### src/rtl/core/smx_pkg.sv
// ----------------------------------------------------------------------------
// smx_pkg
// Opcodes, fault codes, fixed widths and shared types of the stack machine
// execute block.
// ----------------------------------------------------------------------------
package smx_pkg;

	localparam int WORD_W        = 32;
	localparam int KIND_W        = 4;
	localparam int FAULT_W       = 3;
	localparam int PROGRAM_LINES = 4096;
	localparam int LINE_W        = $clog2(PROGRAM_LINES);

	typedef enum logic [KIND_W-1:0] {
		OP_RES      = 4'd0,
		OP_READ     = 4'd1,
		OP_WRITE    = 4'd2,
		OP_LOADVAR  = 4'd3,
		OP_LOADINT  = 4'd4,
		OP_LT       = 4'd5,
		OP_GT       = 4'd6,
		OP_EQ       = 4'd7,
		OP_JMPFALSE = 4'd8,
		OP_GOTO     = 4'd9,
		OP_STORE    = 4'd10,
		OP_ADD      = 4'd11,
		OP_MUL      = 4'd12,
		OP_SUB      = 4'd13,
		OP_DIV      = 4'd14,
		OP_HALT     = 4'd15
	} kind_t;

	typedef enum logic [FAULT_W-1:0] {
		FLT_NONE  = 3'd0,
		FLT_UNDER = 3'd1,
		FLT_OVER  = 3'd2,
		FLT_ADDR  = 3'd3,
		FLT_DIVZ  = 3'd4
	} fault_t;

	// Request from the sequencer to the arithmetic unit.
	typedef struct packed {
		logic  start;
		kind_t op;
	} alu_req_t;

endpackage

### src/rtl/core/smx_div.sv
// ----------------------------------------------------------------------------
// smx_div
// Iterative signed divider, one quotient bit per cycle. The quotient
// truncates toward zero; the most negative value over minus one wraps.
// ----------------------------------------------------------------------------
module smx_div
	import smx_pkg::*;
(
	input  logic              clk,
	input  logic              arst_n,
	input  logic              start,
	input  logic [WORD_W-1:0] a,
	input  logic [WORD_W-1:0] b,
	output logic              done,
	output logic [WORD_W-1:0] quotient
);

	localparam int STEP_W = $clog2(WORD_W);

	logic              busy_q;
	logic              done_q;
	logic              neg_q;
	logic [STEP_W-1:0] step_q;
	logic [WORD_W-1:0] quo_q;
	logic [WORD_W-1:0] rem_q;
	logic [WORD_W-1:0] div_q;
	logic [WORD_W-1:0] shifted;
	logic [WORD_W:0]   trial;

	// The remainder stays below the divisor, which is at most 2^31, so the
	// shifted remainder always fits in one word.
	assign shifted = {rem_q[WORD_W-2:0], quo_q[WORD_W-1]};
	assign trial   = {1'b0, shifted} - {1'b0, div_q};

	always_ff @(posedge clk or negedge arst_n) begin
		if (!arst_n) begin
			busy_q <= 1'b0;
			done_q <= 1'b0;
			step_q <= '0;
		end else begin
			done_q <= 1'b0;
			if (start) begin
				busy_q <= 1'b1;
				step_q <= STEP_W'(WORD_W - 1);
			end else if (busy_q) begin
				step_q <= step_q - STEP_W'(1);
				if (step_q == '0) begin
					busy_q <= 1'b0;
					done_q <= 1'b1;
				end
			end
		end
	end

	always_ff @(posedge clk) begin
		if (start) begin
			quo_q <= a[WORD_W-1] ? (WORD_W'(0) - a) : a;
			div_q <= b[WORD_W-1] ? (WORD_W'(0) - b) : b;
			rem_q <= '0;
			neg_q <= a[WORD_W-1] ^ b[WORD_W-1];
		end else if (busy_q) begin
			if (!trial[WORD_W]) begin
				rem_q <= trial[WORD_W-1:0];
				quo_q <= {quo_q[WORD_W-2:0], 1'b1};
			end else begin
				rem_q <= shifted;
				quo_q <= {quo_q[WORD_W-2:0], 1'b0};
			end
		end
	end

	assign done     = done_q;
	assign quotient = neg_q ? (WORD_W'(0) - quo_q) : quo_q;

endmodule

### config.mk
export PLATFORM = sky130hd
export DESIGN_NAME = smx_div
export DESIGN_NICKNAME = d
export VERILOG_FILES = /design/src/rtl/core/smx_pkg.sv /design/src/rtl/core/smx_div.sv
export SDC_FILE = /design/constraint.sdc
export NUM_CORES = 1
export LEC_CHECK = 0
export BUFFER_PORTS_ARGS = -buffer_cell sky130_fd_sc_hd__buf_2
export CORE_AREA = 2 2 93 162
export CTS_CLUSTER_DIAMETER = 40
export DETAILED_ROUTE_END_ITERATION = 8
export DIE_AREA = 0 0 95 164
export GPL_TIMING_DRIVEN = 0
export PLACE_DENSITY_LB_ADDON = 0.08
export SYNTH_ARGS = -nofsm -noshare
export SYNTH_HDL_FRONTEND = slang
export SYNTH_SLANG_ARGS = --single-unit
export TNS_END_PERCENT = 20
### constraint.sdc
create_clock -name clk -period 7.2 [get_ports clk]
set_clock_uncertainty 0.1 [all_clocks]
set_input_delay 0.72 -clock clk [delete_from_list [all_inputs] [get_ports clk]]
set_output_delay 0.72 -clock clk [all_outputs]
set_load 0.01 [all_outputs]
==> metrics.cfg <==
[drt]
wl_per_cell_um = 16.0
ant_nets = 0
wl_mm = 18.0
drc_errors = 0
via_per_inst = 5.71
vias = 6409
dr.pass1.iters = 5
initialDrtViolationCount = 274

[cts]
cts.clk_slew.worst_paths_ns = 0.08
numCtsBuffers = 9
cts_tree = done
clk_latency_ns = 0.35
postCtsHoldBufs = 0
post_cts_resized = 0
cts-root-buf = clkbuf_16
cts_buffer_depth = 2
h-tree-depth = 3
cts_setup_buffers = 0
cts.sinks = 103

[power_and_ir_drop]
pwr-share-comb = 0.217
p_sw_uw = 456
pwr-share-clk = 0.323
p_sw_frac = 0.292
internal_power_uw = 1110
leakage_uw = 0.00339
ir_drop_mv = 0.109
p_per_area_nw_per_um2 = 185
p_seq_frac = 0.460

[critical_path]
rr_worst_depth = 13
r2r_end = rem_q[27]
required_ns = 6.38
cp-startpoint = quo_q[0]
crit_arrival_ns = 3.79
start_kind = flip-flop
path_class = flip-flop to primary output
r2r_slack_ns = 3.06
cp-end-kind = primary output
worstReg2RegStart = quo_q[31]
crit_fanout = 4

[floorplanning]
dieArea_um2 = 15600
design.core.area_um2 = 14300
die_w_um = 95
fp.dieH_um = 164
start_util = 0.519
ioPinCount = 100
num_rows = 58

[synthesis]
ys_warn_count = 0
synth_area_leaders = edfxtp_1 26%, dfxtp_1 8.4%, xnor2_1 8.0%
synth_cell_types = 60
ys_async_sr_fraction = 0.0680
synth_fp_nets = 933
synth_area_leader_cell = edfxtp_1
synth_top_cell_area_share = 0.263
ys_seq_area_frac = 0.370
ys.flop_type = edfxtp_1
synth_edf_count = 65
syn_inst = 828
synth_area_per_cell_um2 = 8.97
ys_ff_latch = 103
mappedNetlistArea_um2 = 7420

[finish]
drive_gt1_frac = 0.144
fill_cells = 1294
areaGrowthSynthToFinish_pct = 13.8
regArea_um2 = 2750
multi_input_area_um2 = 4360
diodes = 0
nNetsFinal = 1043

[grt]
grt_max_degree = 35
grt_pass1_wl_mm = 29.5
first_global_vias = 6457
grt.total_usage = 0.237
globalRoute.totalOverflow = 0
antenna_found_initial = 0

[sta]
fin_tns_setup_ns = 0
tightest_slew_ns = 1.30
hold_ws_ns = 0.0991
rsz0062_at_grt = no
relSlewSlack = 0.136
setup_slack_ns = 2.59
finalMaxSlewViolations = 0
hold_violations = 0
post-route-period-util = 0.641
period_needed_ns = 4.61
max_freq_mhz = 217
setup-violations-final = 0

[run_status]
status = finished, final reports clean

[placement]
gp_congestion = 0.899
io_buffer_count = 99
dp_slack_ns = 2.96
hpwlAfterDp_mm = 14.4

[hold_path]
hold_path_class = input pin to asynchronous set/reset pin

[job]
cap_violations = 0

## sequential cells by signal, summed over array words and instances, names as in the netlist
register / count
done: 1
busy_q: 1
neg_q: 1
quo_q: 32
div_q: 32
rem_q: 31
step_q: 5
## routing by layer
metal  part of all wire  track usage  vias to the layer above
met2               0.56        0.462                      173
met1               0.38        0.249                     3019
met4              0.031       0.0975                        0
li1                   -            -                     3182
met3              0.035       0.0294                       35
met5                  0            0                        -
## placed cells by master (no fill, tap or decap), types with 13 or more instances in the layout
master,netlist,final
a21oi_1,62,62
nand2b_1,14,14
xor2_1,52,52
xnor2_1,68,68
inv_1,49,49
or3_1,13,13
a211oi_1,18,18
buf_2,3,102
nand2_1,83,83
mux2i_1,22,22
nor2_1,65,65
edfxtp_1,65,65
clkbuf_1,27,28
o21ai_0,58,58
ha_1,37,37
o31ai_1,26,26
dfxtp_1,31,31
## critical path: stages (launching register included)
cell and delay, ns:
edfxtp_1 0.46, inv_1 0.09, ha_1 0.16, nand2b_1 0.08
nand2b_1 0.17, or4_1 0.48, or3_4 0.43, or4_4 0.51
or4_1 0.46, o31ai_1 0.29, xnor2_1 0.16, buf_2 0.15
## power by group through the flow
| stage | Sequential [uW] | Combinational, uW | Clock (uW) |
|---|---|---|---|
| finish | 719 | 339 | 504 |
| global route | 725 | 379 | 536 |
| CTS | 719 | 341 | 515 |
| detailed placement | 732 | 339 | 0 |
| global placement | 730 | 329 | 0 |
| floorplan | 720 | 222 | 0 |
## stage by stage
| stage | utilization | cells | total power (uW) | instance area [um^2] |
|---|---|---|---|---|
| 3_5_place_dp | 0.570 | 1107 | 1070 | 8140 |
| 3_3_place_gp | 0.570 | 1107 | 1060 | 8140 |
| 4_1_cts | 0.591 | 1123 | 1570 | 8450 |
| 2_1_floorplan | - | 828 | 942 | 7420 |
| 6_report | 0.591 | 1123 | 1560 | 8450 |
| 5_1_grt | 0.591 | 1123 | 1640 | 8450 |
## synthesized netlist by cell type (13+ instances only)
cell type  count
a211oi_1      18
nand2b_1      14
inv_1         49
o31ai_1       26
ha_1          37
a21oi_1       62
mux2i_1       22
xor2_1        52
xnor2_1       68
or3_1         13
o21ai_0       58
dfxtp_1       31
clkbuf_1      27
edfxtp_1      65
nor2_1        65
nand2_1       83
## cell families after synthesis
group,Yosys count,synth area share
muxes,23,0.0312
xor gates and xnor gates,120,0.142
buffers and inverters,81,0.0420
DFF,103,0.370
and+or+nand+nor,245,0.163
AOI/OAI and AO/OA,218,0.187
adders and majority gates,38,0.0651
## cell type report
type,count,share of cell area
well taps,180,0.0267
clock inverters,6,0.00903
repair buffers,99,0.0586
plain buffers,32,0.0151
flip-flops and latches,103,0.325
inverters,49,0.0218
clock buffers,10,0.0271
multi-input cells,644,0.517
## how the worst max path moves through the flow
stage,endpoint,slack [ns],depth (start not counted)
floorplan,quotient[28],3.37,8
global placement,quotient[28],3.02,11
detailed placement,quotient[28],2.96,11
CTS,quotient[28],2.56,11
global route,quotient[28],2.39,9
finish,quotient[28],2.59,11
Note: power is estimated with default switching activity, not from simulation.
