## src/rtl/core/smx_pkg.sv

```systemverilog
// ----------------------------------------------------------------------------
// smx_pkg
// Opcodes, fault codes, fixed widths and shared types of the stack machine
// execute block.
// ----------------------------------------------------------------------------
package smx_pkg;

	localparam int WORD_W        = 32;
	localparam int KIND_W        = 4;
	localparam int FAULT_W       = 3;
	localparam int PROGRAM_LINES = 4096;
	localparam int LINE_W        = $clog2(PROGRAM_LINES);

	typedef enum logic [KIND_W-1:0] {
		OP_RES      = 4'd0,
		OP_READ     = 4'd1,
		OP_WRITE    = 4'd2,
		OP_LOADVAR  = 4'd3,
		OP_LOADINT  = 4'd4,
		OP_LT       = 4'd5,
		OP_GT       = 4'd6,
		OP_EQ       = 4'd7,
		OP_JMPFALSE = 4'd8,
		OP_GOTO     = 4'd9,
		OP_STORE    = 4'd10,
		OP_ADD      = 4'd11,
		OP_MUL      = 4'd12,
		OP_SUB      = 4'd13,
		OP_DIV      = 4'd14,
		OP_HALT     = 4'd15
	} kind_t;

	typedef enum logic [FAULT_W-1:0] {
		FLT_NONE  = 3'd0,
		FLT_UNDER = 3'd1,
		FLT_OVER  = 3'd2,
		FLT_ADDR  = 3'd3,
		FLT_DIVZ  = 3'd4
	} fault_t;

	// Request from the sequencer to the arithmetic unit.
	typedef struct packed {
		logic  start;
		kind_t op;
	} alu_req_t;

endpackage

```

## src/rtl/core/smx_alu.sv

```systemverilog
// ----------------------------------------------------------------------------
// smx_alu
// Arithmetic and compare unit with a registered result:
// add, subtract, multiply (low word) and signed lt / gt / eq.
// ----------------------------------------------------------------------------
module smx_alu
	import smx_pkg::*;
(
	input  logic              clk,
	input  alu_req_t          req,
	input  logic [WORD_W-1:0] a,
	input  logic [WORD_W-1:0] b,
	output logic [WORD_W-1:0] result
);

	logic [WORD_W-1:0] result_d;
	logic [WORD_W-1:0] result_q;

	always_comb begin
		case (req.op)
			OP_LT:   result_d = ($signed(a) < $signed(b)) ? WORD_W'(1) : '0;
			OP_GT:   result_d = ($signed(a) > $signed(b)) ? WORD_W'(1) : '0;
			OP_EQ:   result_d = (a == b) ? WORD_W'(1) : '0;
			OP_ADD:  result_d = a + b;
			OP_SUB:  result_d = a - b;
			OP_MUL:  result_d = a * b;
			default: result_d = '0;
		endcase
	end

	always_ff @(posedge clk) begin
		if (req.start) begin
			result_q <= result_d;
		end
	end

	assign result = result_q;

endmodule

```

## config.mk

```make
export PLATFORM = sky130hd
export DESIGN_NAME = smx_alu
export DESIGN_NICKNAME = d
export VERILOG_FILES = /design/src/rtl/core/smx_pkg.sv /design/src/rtl/core/smx_alu.sv
export SDC_FILE = /design/constraint.sdc
export NUM_CORES = 1
export LEC_CHECK = 0
export BUFFER_PORTS_ARGS = -buffer_cell sky130_fd_sc_hd__buf_2
export CAP_MARGIN = 20
export CORE_ASPECT_RATIO = 0.75
export CORE_MARGIN = 2
export CORE_UTILIZATION = 45
export CTS_BUF_LIST = sky130_fd_sc_hd__clkbuf_2
export DETAILED_ROUTE_END_ITERATION = 12
export GPL_ROUTABILITY_DRIVEN = 0
export GPL_TIMING_DRIVEN = 0
export PLACE_DENSITY = 0.67
export RECOVER_POWER = 25
export SLEW_MARGIN = 40
export SYNTH_ARGS = -nofsm -noshare
export SYNTH_HDL_FRONTEND = slang
export SYNTH_SLANG_ARGS = --single-unit
```

## constraint.sdc

```tcl
create_clock -name clk -period 7.2 [get_ports clk]
set_clock_uncertainty 0.2 [all_clocks]
set_input_delay 0.36 -clock clk [delete_from_list [all_inputs] [get_ports clk]]
set_output_delay 0.36 -clock clk [all_outputs]
set_load 0.1 [all_outputs]
```

==> summary.md, run 1 <==
| Metric | Value |
|---|---|
| Gr ovfl total | 0 |
| Layout cells sized above 1 | 12.57% |
| Multiplexer share of the synthesized area | 0.1055% |
| Die width | 248.4 um |
| 1st-iter DRT viols | 2,216 |
| Clock sink total | 32 |
| Critical path cell sequence | buf_2 -> clkbuf_8 -> nand2_1 -> fa_1 -> inv_1 -> fa_1 -> fa_1 -> inv_1 -> fa_1 -> inv_1 -> fa_1 -> ha_4 -> fa_1 -> fa_2 -> ha_4 -> a21oi_4 -> nand3_2 -> o21ai_4 -> nor2b_4 -> o21bai_4 -> a21oi_4 -> xnor2_4 -> a221o_1 -> a311o_1 |
| Share of the synthesized area in the top cell type | 40.71% |
| Final WL | 74.05 mm |
| Worst Path Max Fanout | 10 |
| Vias in the first global route | 17,860 |
| EDFF count, synth | 32 |
| H-tree depth | 2 |
| Root Driver | clkbuf_2 |
| Post-Synth Simple-Gate Area | 17.62% |
| WL per Instance | 24.43 um |
| Kind of critical path | in -> reg |
| Top post-synthesis cells by area | fa_1 41%, ha_1 12%, and2_1 8.6%, inv_1 8.4%, edfxtp_1 4.8% |
| Post-route DRC | 0 |
| Area Overhead vs Synth | 13.33% |
| DR vias/cell | 5.863 |
| RSZ-0062 raised after global routing | true |
| Endpoint class of the critical path | register |
| Post-synth ARST share | 0% |
| Initial DRT Pass Iterations | 6 |
| Netlist Area Pre-Place | 0.02016 mm2 |
| Max Fclk | 0.1379 GHz |
| Starting Density | 45.37% |
| Main combinational cell family by area after synthesis | adder cells |
| First-pass GRT wire length | 111.0 mm |
| Max_cap viols | 1 |
| XOR/XNOR Fraction of Synth Area | 3.910% |
| Min-Delay Path Depth | 3 |
| Unique cell type count in the Yosys netlist | 73 |
| TritonCTS buffer count | 5 |
| Post-Synth Adder-Cell Area | 52.26% |
| Max reg flops | 32 |
| Die height | 187.3 um |
| Cells after Synth | 2,304 |
| Vias | 17,770 |
| DPL Wire Length | 60.63 mm |
| Failing checks | max-capacitance violations, max-slew violations, negative setup slack |
| CTS tree | done |
| IO Pins | 102 |
| # rows | 67 |
| Top_reg_cell synth | edfxtp_1 |
| Setup Total Neg Slack | -49.51 ps |
| CP peak stage delay | 630 ps |
| Yosys reg bits | 32 |
| Final hold violations | 0 |
| Max Slew Vio Count | 33 |
| Final setup viols | 1 |
| Status | complete, but fails checks |
| Antenna viol nets, final | 0 |
| IO buf count | 99 |
| Post-synthesis compound-gate area fraction | 10.76% |
| Core area | 0.04443 mm2 |
| Type of the worst min-delay path | in -> reg |
| Commonest cells post-synth | 451 x inv_1, 410 x fa_1, 278 x and2_1 |
| Critical Path Start Type | input port |
| Minimum clock period | 7250 ps |
| Area leader, netlist | fa_1 |
| Die ar. | 0.04653 mm2 |
| Crit path DAT | 7210 ps |
| Slew at the pin closest to its max-slew limit | 1774 ps |
| Clock Pin Slew Worst Setup and Hold Paths | 170 ps |
| Rel. slew slack | -18.25% |
| Yosys warning total | 0 |
| Setup slack after layout | -49.51 ps |
| Crit path top cell by count | fa_1 |
| Initial antenna violation count | 3 |
| Syn Area/Cell | 8.750 um2 |
| Critical Path RT | 7160 ps |
| Clk buf depth | 2 |
| Synthesized net count | 2,970 |
| Final net count | 3,107 |
| Tcrit/Tclk final | 100.7% |
| Sequential area share after synthesis | 4.767% |
| Worst path slowest cell | fa_2 |
| Largest net degree at the start of global routing | 33 |
| GRT Total Usage | 31.76% |
| Most frequent cell after synthesis | inv_1 |
-- final timing paths --
path / start / end / slack (ps)
setup / recovery: a[6] / result[23] / -50
hold / removal: req[2] / result[0] / 250
-- cell type report --
class	count	area, um2
inverter	452	1698
multi-input combinational	1705	17510
clock inverter	3	13.76
clock buffer	5	25.02
fill	4144	21580
sequential	32	960.9
antenna	3	7.507
buffer	104	962.2
timing repair buffer	141	933.4
tap	586	733.2
-- critical path, delay by kind of cell --
kind | cells | cell delay [ps]
AND/OR/NAND/NOR | 3 | 470
AO/OA/AOI/OAI | 6 | 1440
buffers and inverters | 5 | 780
XOR/XNOR | 1 | 140
adder cells (fa/ha/maj) | 9 | 4010
-- cells by family (layout without fill, tap and decap cells) --
logic type	Yosys count	in the layout
other cells	0	3
flops	32	32
mux	2	2
xor+xnor	90	90
simple gates	706	706
compound gates	311	311
buf+inv	567	705
fa+ha+maj	596	596
-- per-stage QoR --
step	hold slack, ps	setup slack (ps)	util [%]	instance area [um2]	instances
floorplan	272.5	25.46	-	20170	2304
global placement	674.5	-2278	48.16	21400	2989
detailed placement	682.1	-2324	48.21	21420	2990
CTS	221.4	0.008882	50.66	22510	3027
global route	240.6	-105.5	51.41	22840	3029
finish	251.7	-49.51	51.42	22850	3031
-- cell usage in the layout (no fill, tap or decap), types with 8 or more instances in the layout --
master,instances
o21ai_0,33
o211ai_1,8
nor3_1,14
nand2_1,240
a221oi_1,18
inv_1,446
fa_2,13
fa_1,397
and2_1,273
a21o_1,19
o22ai_1,26
nand3_1,10
a211oi_1,10
buf_6,11
clkbuf_4,14
xor2_1,25
xnor2_1,60
clkbuf_16,14
ha_1,172
a21oi_1,69
ha_4,10
clkbuf_2,13
clkbuf_8,13
o21bai_1,24
a21oi_2,9
edfxtp_1,32
buf_4,60
clkbuf_1,36
nand2b_1,16
o21a_1,11
nor2_1,103
buf_2,80
-- layer usage --
| layer | vias to the layer above | routed length, um | track usage (%) |
|---|---|---|---|
| met3 | 194 | 11100 | 11.26 |
| li1 | 7423 | - | - |
| met5 | - | 0 | 0 |
| met4 | 0 | 2859 | 9.005 |
| met2 | 1274 | 30420 | 45.34 |
| met1 | 8881 | 29680 | 45.31 |
-- repair_timing --
action | CTS | global route
setup endpoints to repair | 19 | 10
hold buffers | 0 | 0
resized for setup | 213 | 112
buffers inserted | 35 | 6
cloned | 0 | 0
pin swaps | 42 | 66
Power of run 1 is left out: the tool's default activity adds up to more than one toggle a clock period on the data nets, which glitch-free logic cannot reach.
==> run 2, diff against run 1 <==
- CELL_PAD_IN_SITES_DETAIL_PLACEMENT: default -> 0
- CELL_PAD_IN_SITES_GLOBAL_PLACEMENT: default -> 2
- CORE_UTILIZATION: 45 -> 37
- CTS_CLUSTER_DIAMETER: default -> 50
- PLACE_DENSITY: 0.67 -> 0.83
==> run 2 against run 1 <==
The run still ends with max-capacitance violations, max-slew violations, negative setup slack left. Design area about the same. Final cell count increased by 4.3%. Worst hold slack got worse by 86 ps. Routed wire length increased by 8.5%. Critical path type unchanged. Highest routed layer unchanged. Via count decreased by 2.1%.
==> summary.md, run 2 (same netlist as run 1, synthesis figures left out) <==
| Metric | Value |
|---|---|
| Critical Path Start Type | input port |
| Commonest non-fill, non-tap cell in the layout | inv_1 |
| Clock sink total | 32 (unchanged) |
| # hold bufs at CTS | 0 (unchanged) |
| Setup Total Neg Slack | -93.95 ps (-44.45 ps) |
| Setup slack after layout | -74.54 ps (-25.03 ps) |
| Root Driver | clkbuf_2 |
| Minimum clock period | 7275 ps (+25.03 ps) |
| Max Slew Vio Count | 33 (unchanged) |
| Die height | 206.1 um (+10%) |
| Tcrit/Tclk final | 101.0% (+0.35 points) |
| Final net count | 3,098 (-0.29%) |
| Final WL | 80.32 mm (+8.5%) |
| Die width | 273.5 um (+10%) |
| Failing checks | max-capacitance violations, max-slew violations, negative setup slack |
| Min-Delay Path Depth | 4 (+1) |
| Post-route DRC | 0 (unchanged) |
| Hold Crit Endpoint | result[0] |
| Vias in the first global route | 17,660 (-1.1%) |
| Kind of critical path | in -> reg |
| Endpoint class of the critical path | register |
| Final Non-Filler Cells | 3,161 (+4.3%) |
| CTS tree | done |
| Area Overhead vs Synth | 13.26% (about the same) |
| Worst Setup SP | a[12] |
| First-pass GRT wire length | 118.9 mm (+7.1%) |
| Layout cells sized above 1 | 11.43% (-1.1 points) |
| GRT Total Usage | 29.05% (-2.7 points) |
| Clock Pin Slew Worst Setup and Hold Paths | 250 ps (+80 ps) |
| Final hold violations | 0 (unchanged) |
| 1st-iter DRT viols | 1,845 (-17%) |
| # rows | 74 (+10%) |
| Most frequent cells in the layout | 449 x inv_1, 406 x fa_1, 275 x and2_1 |
| DPL Wire Length | 66.40 mm (+9.5%) |
| Max_cap viols | 1 (unchanged) |
| Initial antenna violation count | 5 (+2) |
| IO Pins | 102 (unchanged) |
| Type of the worst min-delay path | in -> reg |
| DR vias/cell | 5.505 (-6.1%) |
| Status | complete, but fails checks |
| Clk buf depth | 2 (unchanged) |
| Max Fclk | 0.1375 GHz (-0.34%) |
| TritonCTS buffer count | 5 (unchanged) |
| Utilization after layout | 42.15% (-9.3 points) |
| WL per Instance | 25.41 um (+4.0%) |
| H-tree depth | 2 (unchanged) |
| Vias | 17,400 (-2.1%) |
| RSZ-0062 raised after global routing | true |
| Gr ovfl total | 0 (unchanged) |
| Crit path DAT | 7300 ps (+90 ps) |
| Rel. slew slack | -26.97% (-8.7 points) |
| Number of cells after detailed placement | 3,126 (+4.5%) |
| Max reg flops | 32 (unchanged) |
| Starting Density | 37.22% (-8.2 points) |
| Antenna viol nets, final | 0 (unchanged) |
| Slew at the pin closest to its max-slew limit | 1905 ps (+130.8 ps) |
| Die ar. | 0.05639 mm2 (+21%) |
| Final setup viols | 3 (+2) |
| HP Start | req[3] |
| Core area | 0.05416 mm2 (+22%) |
| Critical Path RT | 7220 ps (+60 ps) |
| Initial DRT Pass Iterations | 6 (unchanged) |
| Largest net degree at the start of global routing | 33 (unchanged) |
| IO buf count | 99 (unchanged) |
| Worst Path Max Fanout | 4 (-6) |
run 2: cell types whose count changed in the layout (fill, tap and decap cells not counted), moves of 6 or more:
cell,delta
buf_4,-16
clkbuf_4,+13
buf_6,-6
fa_1,+9
fa_2,-9
run 2: layout make-up:
class / count / area [um2]
Clock buffer: 5 / 25.02
Multi-Input combinational cell: 1705 / 17430
Timing Repair Buffer: 128 / 790.8
Sequential cell: 32 / 960.9
Tap cell: 722 / 903.4
Inverter: 452 / 1698
Antenna cell: 6 / 15.01
Clock inverter: 3 / 46.29
Buffer: 108 / 964.7
Fill cell: 5444 / 31330
run 2: metrics by stage:
stage / cell area (um2) / setup WS, ps / hold WS [ps]
2_1_floorplan: 20170 / 25.46 / 272.5
4_1_cts: 22550 / -56.37 / 148.5
3_3_place_gp: 21570 / -2661 / 676.6
5_1_grt: 22820 / -148.8 / 178.5
6_report: 22830 / -74.54 / 166.1
3_5_place_dp: 21600 / -2503 / 678.1
run 2: worst max-delay path, stage by stage:
cell and delay, ps:
buf_4 150, clkbuf_16 160, clkbuf_16 140, and2_1 140, fa_1 510, fa_1 440
fa_1 520, inv_1 60, fa_1 550, inv_2 50, fa_1 490, inv_2 40
fa_1 470, inv_1 50, fa_1 540, fa_1 470, ha_4 300, and3_4 220
nand2_2 70, a21oi_4 140, o21ai_4 120, nor2b_4 170, o21bai_1 180, a21oi_2 120
xnor2_4 190, a221o_1 330, a311o_1 320
run 2: metal layers:
layer  GRT usage (%)  share of wire (%)
met1           42.91                 45
met2           42.19                 42
met3           7.331                 11
met4           7.104                2.6
met5               0                  0
run 2: repair_timing:
action / CTS / global route
endpoints found under the hold margin: 0 / 0
buffers inserted: 23 / 5
pin swaps: 23 / 26
setup endpoints to repair: 17 / 9
gates resized for setup: 197 / 75
run 2: worst max-delay path by stage:
stage	slack (ps)	endpoint
finish	-70	result[23]
global route	-150	result[28]
CTS	-60	result[23]
detailed placement	-2500	result[31]
global placement	-2660	result[31]
floorplan	30	result[23]
Power of run 2 is left out for the same reason.
